--- src/design/stlm_ram.sv ---
// ----------------------------------------------------------------------------
// stlm_ram
// Generic single write, single read RAM with registered read data.
// ----------------------------------------------------------------------------
module stlm_ram #(
	parameter int WIDTH = 8,
	parameter int DEPTH = 32
) (
	input  logic                     clk,
	input  logic                     we,
	input  logic [$clog2(DEPTH)-1:0] waddr,
	input  logic [WIDTH-1:0]         wdata,
	input  logic [$clog2(DEPTH)-1:0] raddr,
	output logic [WIDTH-1:0]         rdata
);

	logic [WIDTH-1:0] mem_q [DEPTH];
	logic [WIDTH-1:0] rdata_q;

	always_ff @(posedge clk) begin
		if (we) begin
			mem_q[waddr] <= wdata;
		end
		rdata_q <= mem_q[raddr];
	end

	assign rdata = rdata_q;

endmodule

--- config.mk ---
export PLATFORM = sky130hd
export DESIGN_NAME = stlm_ram
export DESIGN_NICKNAME = d
export VERILOG_FILES = /design/src/design/stlm_ram.sv
export SDC_FILE = /design/constraint.sdc
export NUM_CORES = 1
export LEC_CHECK = 0
export ABC_AREA = 1
export BUFFER_PORTS_ARGS = -buffer_cell sky130_fd_sc_hd__buf_2
export CORE_MARGIN = 4
export CORE_UTILIZATION = 60
export DETAILED_ROUTE_END_ITERATION = 8
export GPL_TIMING_DRIVEN = 0
export PLACE_DENSITY = 0.77
export SLEW_MARGIN = 40
export SYNTH_ARGS = -nofsm -noshare
export SYNTH_HDL_FRONTEND = slang
export SYNTH_SLANG_ARGS = --single-unit
--- constraint.sdc ---
create_clock -name clk -period 1.55 [get_ports clk]
set_input_delay 0.31 -clock clk [delete_from_list [all_inputs] [get_ports clk]]
set_output_delay 0.31 -clock clk [all_outputs]
set_load 0.01 [all_outputs]
==> qor.yml <==
synth_warnings: 0
end_kind: "flip-flop"
syn_to_final_growth_pct: 12.1
power_leakage_uw: 0.00453
fin_skew_ns: 0.0180
drt_iter0_markers: 1004
wirelength_um: 26700
cp_data_arrival_time_ns: 1.66
fill_cells: 1195
max_slew.worst_pin.slew_ns: 0.865
required_ns: 1.72
yosysUniqueCellTypes: 12
slew_viol_final: 0
cp_max_fo: 8
grt_pass1_vias: 6894
fin_nets: 994
path_class: "in2reg"
status: "complete, no violations"
cts_max_path_buffers: 3
postCtsSetupBuffers: 0
drive_gt1_share_pct: 11.9
seq_area_um2: 7850
layout_commonest_cell: "nand2_1"
cts_sinks: 264
gp_congestion: 0.949
path_buf_inv: 2
io_pins: 28
final.min_clock_period_ns: 1.50
yosysSeqAreaShare_pct: 72.8
grt_usage_pct: 26.7
synth-seq-cells: 264
wl_per_cell_um: 21.9
post-route-period-util_pct: 96.6
start_kind: "input pin"
port_buffers: 24
syn_inst: 922
grt-ovfl-total: 0
powerDensity_nw_per_um2: 1280
drtPass1Iterations: 5
die_y_um: 142
num_vias: 7292
cts_buffers: 26
crit_family: "simple AND/OR/NAND/NOR gates"
mostFrequentLayoutCells: "nand2_1, edfxtp_1, nand3_1"
slowest_delay_ns: 0.81
setup_violations: 0
viasPerCell: 5.98
netlist_area_um2: 10800
drv_cap: 0
insertion_delay_ns: 0.54
finalHoldViolations: 0
rsz0062_at_grt: "no"
core-area_um2: 17500
clk_pin_slew_ns: 0.06
start_util_pct: 61.7
fmax_mhz: 668
grt_max_degree: 33
cpMaxStageDelayCell: "nor2_1"
hp-class: "in2reg"
vdd_drop_max_uv: 1080
syn_area_per_cell_um2: 11.7
grt_pass1_wl_um: 39600
rows: 48
antenna_left: 0
place.detailed.hpwl_um: 17000
die_x_um: 142
multi_input_area_um2: 2520
crit_chain: "buf_2 -> inv_1 -> nand3_1 -> nor2_1"
ctsHtreeMaxLevel: 1
place_ws_ns: -0.473
power_uw: 15400
slew_headroom_pct: 42.1
fin_hold_ws_ns: 0.204
die-area_um2: 20200
drc_errors: 0
cts-root-buf: "clkbuf_16"
worst_slack_ns: 0.0526
synth_fp_nets: 942
antenna_found_initial: 1
placedCellCount: 1171
cts_tree: "yes"
stdcell_count: 1219
==> per-stage QoR <==
stage	cell area (um2)	util (%)	TNS, ns
after floorplan	10800	-	0
after global placement	11200	64.0	-86.78
after detailed placement	11200	64.0	-94.52
after CTS	12100	69.0	0
after global routing	12100	69.2	0
final	12100	69.2	0
==> power breakdown <==
part           total (uW)  switching, uW  internal (uW)
combinational        1050            758            293
clock                6410           2570           3840
sequential           7960           23.5           7930
total               15400           3350          12100
==> final cells by class <==
type | instances | share of cell area, %
clock buffers | 34 | 5.80
well taps | 225 | 2.33
multi-input cells | 596 | 20.8
inverters | 10 | 0.310
diodes | 1 | 0.0207
flip-flops and latches | 264 | 64.9
repair buffers | 24 | 0.993
plain buffers | 52 | 3.39
clock inverters | 13 | 1.43
==> sequential cells by signal, summed over array words and instances, names as in the netlist <==
signal and cells:
rdata 8, mem_q 256
==> final timing paths <==
check,slack (ns),start,to,cells past startpoint
worst max-delay path,0.05,waddr[0],mem_q[2][1]$_DFFE_PP_,4
worst min-delay path,0.20,raddr[4],rdata[0]$_DFF_P_,3
worst max register to register,0.33,mem_q[5][2]$_DFFE_PP_,rdata[2]$_DFF_P_,8
worst min register to register,0.82,mem_q[8][4]$_DFFE_PP_,rdata[4]$_DFF_P_,8
==> logic make-up after synthesis <==
logic type             count (synthesis)  synth area share (%)
buffers and inverters                 62                  4.14
DFF                                  264                  72.8
and+or+nand+nor                      596                  23.1
==> worst register-to-register path: cells and delay by family (launching register included) <==
kind / cells / cell delay [ns]
flops: 1 / 0.37
simple gates: 8 / 0.71
==> repair_timing <==
item / 4_1_cts / 5_1_grt
setup endpoints to repair: 0 / 5
hold buffers: 0 / 0
resized for setup: 0 / 1
==> layer usage <==
layer | part of all wire, % | global-route usage (%)
met5 | 0 | 0
met4 | 4.0 | 10.7
met1 | 38 | 38.0
met3 | 12 | 4.84
met2 | 46 | 41.5
==> cells in the mapped netlist <==
cell type    n  area [um2]
clkbuf_1     7        26.3
buf_1        2        7.51
buf_6       24         270
nand3_1    204        1020
buf_2       15        75.1
inv_2        2        7.51
nor2_1      32         120
inv_1        8        30.0
dfxtp_1      8         160
edfxtp_1   256        7690
buf_4        4        30.0
nand2_1    360        1350
No activity file was read; power rests on OpenSTA's default activity.
