===== src/design/stlm_pkg.sv =====
// ----------------------------------------------------------------------------
// stlm_pkg
// Shared types and codes of the sorted timer list manager.
// ----------------------------------------------------------------------------
package stlm_pkg;

	localparam int TIMER_SLOTS_DEF = 32;
	localparam int SLOT_W          = 5;
	localparam int DL_W            = 32;
	localparam int OWNER_W         = 8;
	localparam int DATA_W          = 32;

	localparam logic [2:0] MODE_TICK       = 3'd0;
	localparam logic [2:0] MODE_ALLOC      = 3'd1;
	localparam logic [2:0] MODE_FREE       = 3'd2;
	localparam logic [2:0] MODE_INIT       = 3'd3;
	localparam logic [2:0] MODE_ARM        = 3'd4;
	localparam logic [2:0] MODE_CANCEL     = 3'd5;
	localparam logic [2:0] MODE_CANCEL_ALL = 3'd6;

	localparam logic [1:0] KIND_ALLOC  = 2'd0;
	localparam logic [1:0] KIND_CANCEL = 2'd1;
	localparam logic [1:0] KIND_EXPIRY = 2'd2;
	localparam logic [1:0] KIND_TASK   = 2'd3;

	localparam logic [1:0] ST_FREE  = 2'd0;
	localparam logic [1:0] ST_ALLOC = 2'd1;
	localparam logic [1:0] ST_RUN   = 2'd2;

	typedef enum logic [1:0] {
		OP_NONE,
		OP_INSERT,
		OP_REMOVE,
		OP_POP
	} chain_op_t;

	typedef struct packed {
		logic              v;
		logic [SLOT_W-1:0] slot;
		logic [DL_W-1:0]   dl;
	} entry_t;

	typedef struct packed {
		chain_op_t         op;
		logic [SLOT_W-1:0] slot;
		logic [DL_W-1:0]   dl;
	} chain_cmd_t;

	typedef struct packed {
		logic [2:0]         mode;
		logic [SLOT_W-1:0]  slot;
		logic [OWNER_W-1:0] owner;
		logic [DATA_W-1:0]  payload;
		logic [DL_W-1:0]    delay;
		logic               auto_cancel;
	} req_item_t;

	typedef struct packed {
		logic [1:0]         kind;
		logic               ok;
		logic [SLOT_W-1:0]  result_slot;
		logic [OWNER_W-1:0] dest_owner;
		logic [DATA_W-1:0]  result_data;
		logic               last;
	} rsp_item_t;

endpackage


===== src/design/stlm_cell.sv =====
// ----------------------------------------------------------------------------
// stlm_cell
// One place of the sorted deadline list; shifts with its neighbors.
// ----------------------------------------------------------------------------
module stlm_cell (
	input  logic                clk,
	input  logic                arst_n,
	input  stlm_pkg::chain_cmd_t cmd,
	input  stlm_pkg::entry_t    left,
	input  stlm_pkg::entry_t    right,
	input  logic                left_ge,
	input  logic                left_rm,
	output stlm_pkg::entry_t    ent,
	output logic                ge,
	output logic                rm
);

	stlm_pkg::entry_t entry_q;

	assign ent = entry_q;
	assign ge  = !entry_q.v || (cmd.dl <= entry_q.dl);
	assign rm  = left_rm || (entry_q.v && (entry_q.slot == cmd.slot));

	always_ff @(posedge clk or negedge arst_n) begin
		if (!arst_n) begin
			entry_q.v <= 1'b0;
		end else begin
			case (cmd.op)
				stlm_pkg::OP_INSERT: begin
					if (ge) begin
						if (left_ge) begin
							entry_q <= left;
						end else begin
							entry_q.v    <= 1'b1;
							entry_q.slot <= cmd.slot;
							entry_q.dl   <= cmd.dl;
						end
					end
				end
				stlm_pkg::OP_REMOVE: begin
					if (rm) begin
						entry_q <= right;
					end
				end
				stlm_pkg::OP_POP: begin
					entry_q <= right;
				end
				default: begin
				end
			endcase
		end
	end

endmodule


===== config.mk =====
export PLATFORM = sky130hd
export DESIGN_NAME = stlm_cell
export DESIGN_NICKNAME = d
export VERILOG_FILES = /design/src/design/stlm_pkg.sv /design/src/design/stlm_cell.sv
export SDC_FILE = /design/constraint.sdc
export NUM_CORES = 1
export LEC_CHECK = 0
export ABC_AREA = 1
export BUFFER_PORTS_ARGS = -buffer_cell sky130_fd_sc_hd__buf_2
export CAP_MARGIN = 20
export CORE_MARGIN = 2
export CORE_UTILIZATION = 32
export CTS_CLUSTER_SIZE = 16
export DETAILED_ROUTE_END_ITERATION = 10
export PLACE_DENSITY_LB_ADDON = 0.05
export RECOVER_POWER = 50
export SYNTH_ARGS = -nofsm -noshare
export SYNTH_HDL_FRONTEND = slang
export SYNTH_SLANG_ARGS = --single-unit

===== constraint.sdc =====
create_clock -name clk -period 3.3 [get_ports clk]
set_clock_uncertainty 0.15 [all_clocks]
set_input_delay 0.66 -clock clk [delete_from_list [all_inputs] [get_ports clk]]
set_output_delay 0.66 -clock clk [all_outputs]
set_load 0.005 [all_outputs]

==> run metrics, run 1 <==
Synth Net Count=525; synth-to-layout area growth=33.6%; dpl hpwl=6370 um; Die Ht=99.0 um; I/O pin cnt=159; Post-Syn Instances=374; unrepaired setup endpoints after global routing=no; largest net degree at the start of global routing=39; Vias per Instance=4.64; row count=34; Yosys reg bits=38; switching power=0.371 mW; ant diodes=0; dpl cell area=3790 um2; Worst Setup SP=cmd[21]; max reg flops=38; synth unique cells=22; DR vias=2965; commonest non-fill, non-tap cells in the layout=buf_2, a21oi_1, nand2_1; Final Cycle Share=0.830; share of cells above drive strength 1=0.305; clock share of power=0.250; 1st-iter DRT viols=64; final WL=8300 um; CTS root buffer=clkbuf_8; critical path startpoint category=input pin; CTS tree=built; setup violators final=0; Sw Ratio=0.298; CP Class=input pin to primary output; clock buffer depth=2; Post-Syn Area per Cell=7.71 um2; number of CTS-inserted buffers=5; fill count=938; Period minus WS final=2740 ps; internal power=0.874 mW; Routed Antenna Nets=0; vias in the first global route=2824; Die Span X=99.0 um; largest family of logic cells by synthesized area=simple AND/OR/NAND/NOR gates; finished layout cell area=3850 um2; Required @ worst endpoint=2490 ps; drt pass-1 iters=4; Setup crit end kind=primary output; CP max FO=2; pwr/cell area=323 nW/um2; Synth Area in Compound Gates=0.164; crit path max-delay cell type=ha_1; Rel. slew slack=0.534; Post-Synth Simple-Gate Area=0.205; GR Util All Layers=0.169; nets=681; max_cap viols=0; DRC viols=0; TNS Setup=0 ps; Placer Congestion=0.786; worst path cell trace=buf_2, ha_1, a21oi_1, nor2_1, nor2_1, nand3_1, a21oi_1, nand2_2, nand2_1, buf_2; peak supply drop=136 uV; reg2reg start=ent[21]; hold wc startpoint=ent[37]; Max Transition Viols Final=0; HP Class=flop to flop; R2R cell count=12; grt total ovfl=0; die area=9790 um2; WL per Instance=13.0 um; H-tree lvl count=2; I/O Buffers=158; Skew-Pair Late Insertion Delay=290 ps; Mapped Area=2890 um2; status=complete, no violations; Syn. warnings=0; most common cell after layout, fill and taps aside=buf_2; Seq/Total Area, Yosys=0.394; combinational group share of total power=0.275; hold path depth=2; data arrival time of the critical path=1930 ps; Initial Util=0.331; Post-Synth XOR/XNOR Area=0.0121; sequential group share of total power=0.475; first-pass GRT wire length=13300 um; clk slew on worst S/H paths=70 ps; total core area=8720 um2; Least-Margin Pin Slew=698 ps; fmax=365 MHz; Leakage Power=1.98 nW; initial antenna violation count=0; post-synthesis adder-cell area fraction=0.139; CP max stage delay=300 ps; post-synthesis mux area share=0; Resize count post-CTS=0; Hold Vio Cnt, Final=0; clk sink count=38
-- per-layer routing --
metal	share of wire	global-route usage	vias up
met5	0	0	-
met4	0.0071	0.0348	0
met3	0.070	0.0362	4
met2	0.49	0.296	89
met1	0.43	0.214	1325
li1	-	-	1547
-- logic make-up after synthesis --
group / count (synthesis)
AND/OR/NAND/NOR: 145
AO/OA/AOI/OAI: 93
buffers and inverters: 62
flip-flops: 38
adder cells (fa/ha/maj): 32
XOR/XNOR: 4
-- repair_timing --
action	4_1_cts	5_1_grt
hold buffers	1	0
buffers inserted	0	0
endpoints found under the hold margin	1	0
-- cell usage after synthesis --
library cell	n	area, um2
xnor2_1	1	8.76
nand3_1	3	15.0
o21a_1	1	7.51
edfxtp_1	37	1110
nand4_1	3	18.8
nand2_2	4	25.0
nor3b_2	1	12.5
nor2_1	49	184
nand2_1	80	300
nor2_2	4	25.0
dfrtp_1	1	25.0
xor2_1	3	26.3
a21o_1	1	7.51
buf_4	1	7.51
a21oi_1	87	435
nand3_2	1	10.0
a21boi_1	1	7.51
ha_1	32	400
o21ai_0	3	15.0
inv_1	46	173
buf_2	11	55.1
clkbuf_1	4	15.0
-- through the flow --
step	util	instances	setup WS [ps]	hold slack, ps	power [mW]
6_report	0.442	639	562	405	1.25
5_1_grt	0.442	639	426	460	1.34
4_1_cts	0.445	639	519	421	1.27
3_5_place_dp	0.434	630	489	297	0.954
3_3_place_gp	0.434	630	540	293	0.951
2_1_floorplan	-	374	175	214	0.789
-- power by group through the flow --
stage	combinational (mW)	sequential (mW)	clock, mW
CTS	0.355	0.591	0.327
finish	0.343	0.591	0.311
detailed placement	0.352	0.602	0
global route	0.399	0.596	0.346
floorplan	0.184	0.605	0
global placement	0.349	0.602	0
-- final timing paths --
kind,endpoint,slack (ps)
max,ge,560
min,ent[37],410
min reg2reg,ent[37],410
min in group asynchronous,ent[37],560
max in group asynchronous,ent[37],2320
max reg2reg,ent[4],910
-- area by class of cell --
cell class | instances | area [um2] | share of cell area
multi-input cells | 274 | 1510 | 0.391
well taps | 108 | 135 | 0.0351
inverters | 46 | 173 | 0.0448
clock inverters | 2 | 8.76 | 0.00227
repair buffers | 165 | 822 | 0.213
clock buffers | 6 | 72.6 | 0.0188
flip-flops and latches | 38 | 1140 | 0.295
-- worst max-delay path, delay by kind of cell --
family | cells | cell delay [ps]
compound gates | 2 | 380
fa+ha+maj | 1 | 300
buf+inv | 2 | 230
simple gates | 5 | 360
No activity file was read; power rests on OpenSTA's default activity.
==> run 2, diff against run 1 <==
==> constraint.sdc (replaced) <==
create_clock -name clk -period 2.9 [get_ports clk]
set_clock_uncertainty 0.15 [all_clocks]
set_input_delay 0.58 -clock clk [delete_from_list [all_inputs] [get_ports clk]]
set_output_delay 0.58 -clock clk [all_outputs]
set_load 0.005 [all_outputs]
==> run 2 against run 1 <==
Power up 15%. Non-clock buffer count grew 1. Hold slack gained 2.9 ps. Clock power increased by 16%. Cell area increased by 0.49%. Sequential cell count stayed put. Count of clock-buffer cells in the layout stayed put. Register-to-register slack worse by 270 ps. Via count fell by 0.20%. Critical path depth stayed put. Largest cell class unchanged.
==> run metrics, run 2 (synthesis results as in run 1) <==
total power=1.43 mW; Least-Margin Pin Slew=1080 ps; CP max FO=2; drt pass-1 iters=4; Die Span X=99.0 um; area of the multi-input gates=1510 um2; commonest non-fill, non-tap cells in the layout=buf_2, a21oi_1, nand2_1; hold path depth=2; nets=682; Resize count post-CTS=0; first-pass GRT wire length=13000 um; largest net degree at the start of global routing=39; dpl hpwl=6370 um; total core area=8720 um2; DR vias=2959; setup violators final=0; I/O Buffers=158; clk sink count=38; Final Cycle Share=0.884; CP Class=input pin to primary output; grt total ovfl=0; ant diodes=0; peak supply drop=188 uV; Final Core Density=0.444; pwr/cell area=368 nW/um2; crit path max-delay cell type=ha_1; WL per Instance=12.9 um; final WL=8250 um; die area=9790 um2; Leakage Power=1.98 nW; Post CTS Setup Buffer Count=0; GR Util All Layers=0.167; RR Endpoint=ent[28]; initial antenna violation count=0; Placed Cells=631; Routed Antenna Nets=0; synth-to-layout area growth=34.2%; Initial Util=0.331; status=complete, no violations; hold wc startpoint=ent[37]; Hold EP=ent[37]; most frequent CP cell=nand2_1; CTS tree=built; Die Ht=99.0 um; HP Class=flop to flop; R2R cell count=12; clock buffer depth=2; fmax=390 MHz; slack of the worst reg-to-reg path=640 ps; clk slew on worst S/H paths=80 ps; DRC viols=0; worst path cell trace=buf_2, ha_1, a21oi_1, o21ai_0, a21oi_1, nand2_1, nand2_1, nand2_2, nand2_1, buf_2; delay-heaviest family, CP=compound AO/OA/AOI/OAI gates; Period minus WS final=2560 ps; unrepaired setup endpoints after global routing=no; number of CTS-inserted buffers=5; CTS root buffer=clkbuf_8; max_cap viols=0; 1st-iter DRT viols=52; CP max stage delay=300 ps; share of cells above drive strength 1=0.305; row count=34; fill count=972; Placer Congestion=0.770; vias in the first global route=2795; H-tree lvl count=2; critical path startpoint category=input pin; cts hold-fix bufs=1; Setup crit end kind=primary output; reg2reg start=ent[15]; Required @ worst endpoint=2170 ps; Final Non-Filler Cells=640; Rel. slew slack=0.282; Skew-Pair Late Insertion Delay=290 ps; register area=1140 um2; TNS Setup=0 ps; Hold Vio Cnt, Final=0; most common cell after layout, fill and taps aside=buf_2; Max Transition Viols Final=0; Vias per Instance=4.62; max reg flops=38; Worst Path Buf+Inv=2; data arrival time of the critical path=1830 ps; I/O pin cnt=159
run 2: worst register-to-register path, stage by stage, from the launching register on:
cell and delay, ps:
edfxtp_1 390, inv_1 70, ha_1 230, a21oi_1 160, o21ai_0 120, a21oi_1 170, nand2_1 90, nand2_1 70
nand2_2 50, nand3_2 70, nand2_2 70, nor2_4 110, buf_12 200
run 2: cell type report:
type                       instances  share of cell area
tap                              108              0.0349
timing repair buffer             166               0.217
clock buffer                       6              0.0187
multi-input combinational        274               0.389
inverter                          46              0.0446
clock inverter                     2             0.00226
sequential                        38               0.293
run 2: per-stage QoR:
step	hold WS, ps	worst slack (ps)	area, um2
2_1_floorplan	134	257	2890
3_3_place_gp	218	266	3810
3_5_place_dp	221	256	3810
4_1_cts	427	279	3900
5_1_grt	456	177	3870
6_report	408	336	3870
run 2: how the worst max path moves through the flow:
| stage | start | end | slack, ps | depth (start not counted) |
|---|---|---|---|---|
| 3_3_place_gp | cmd[15] | ent[19] | 270 | 12 |
| 4_1_cts | cmd[15] | ge | 280 | 10 |
| 6_report | cmd[15] | ge | 340 | 10 |
| 2_1_floorplan | cmd[21] | ent[0] | 260 | 10 |
| 3_5_place_dp | cmd[15] | ent[18] | 260 | 12 |
| 5_1_grt | ent[5] | ge | 180 | 12 |
run 2: power by group:
group	switching, mW	internal [mW]	total (mW)	leakage [nW]
sequential	0.0195	0.653	0.673	0.360
clock	0.194	0.166	0.360	0.0426
combinational	0.215	0.179	0.394	1.58
run 2: per-layer routing:
layer	GRT usage	wire [um]
met5	0	0
met4	0.0379	43
met3	0.0326	581
met2	0.285	4040
met1	0.219	3590
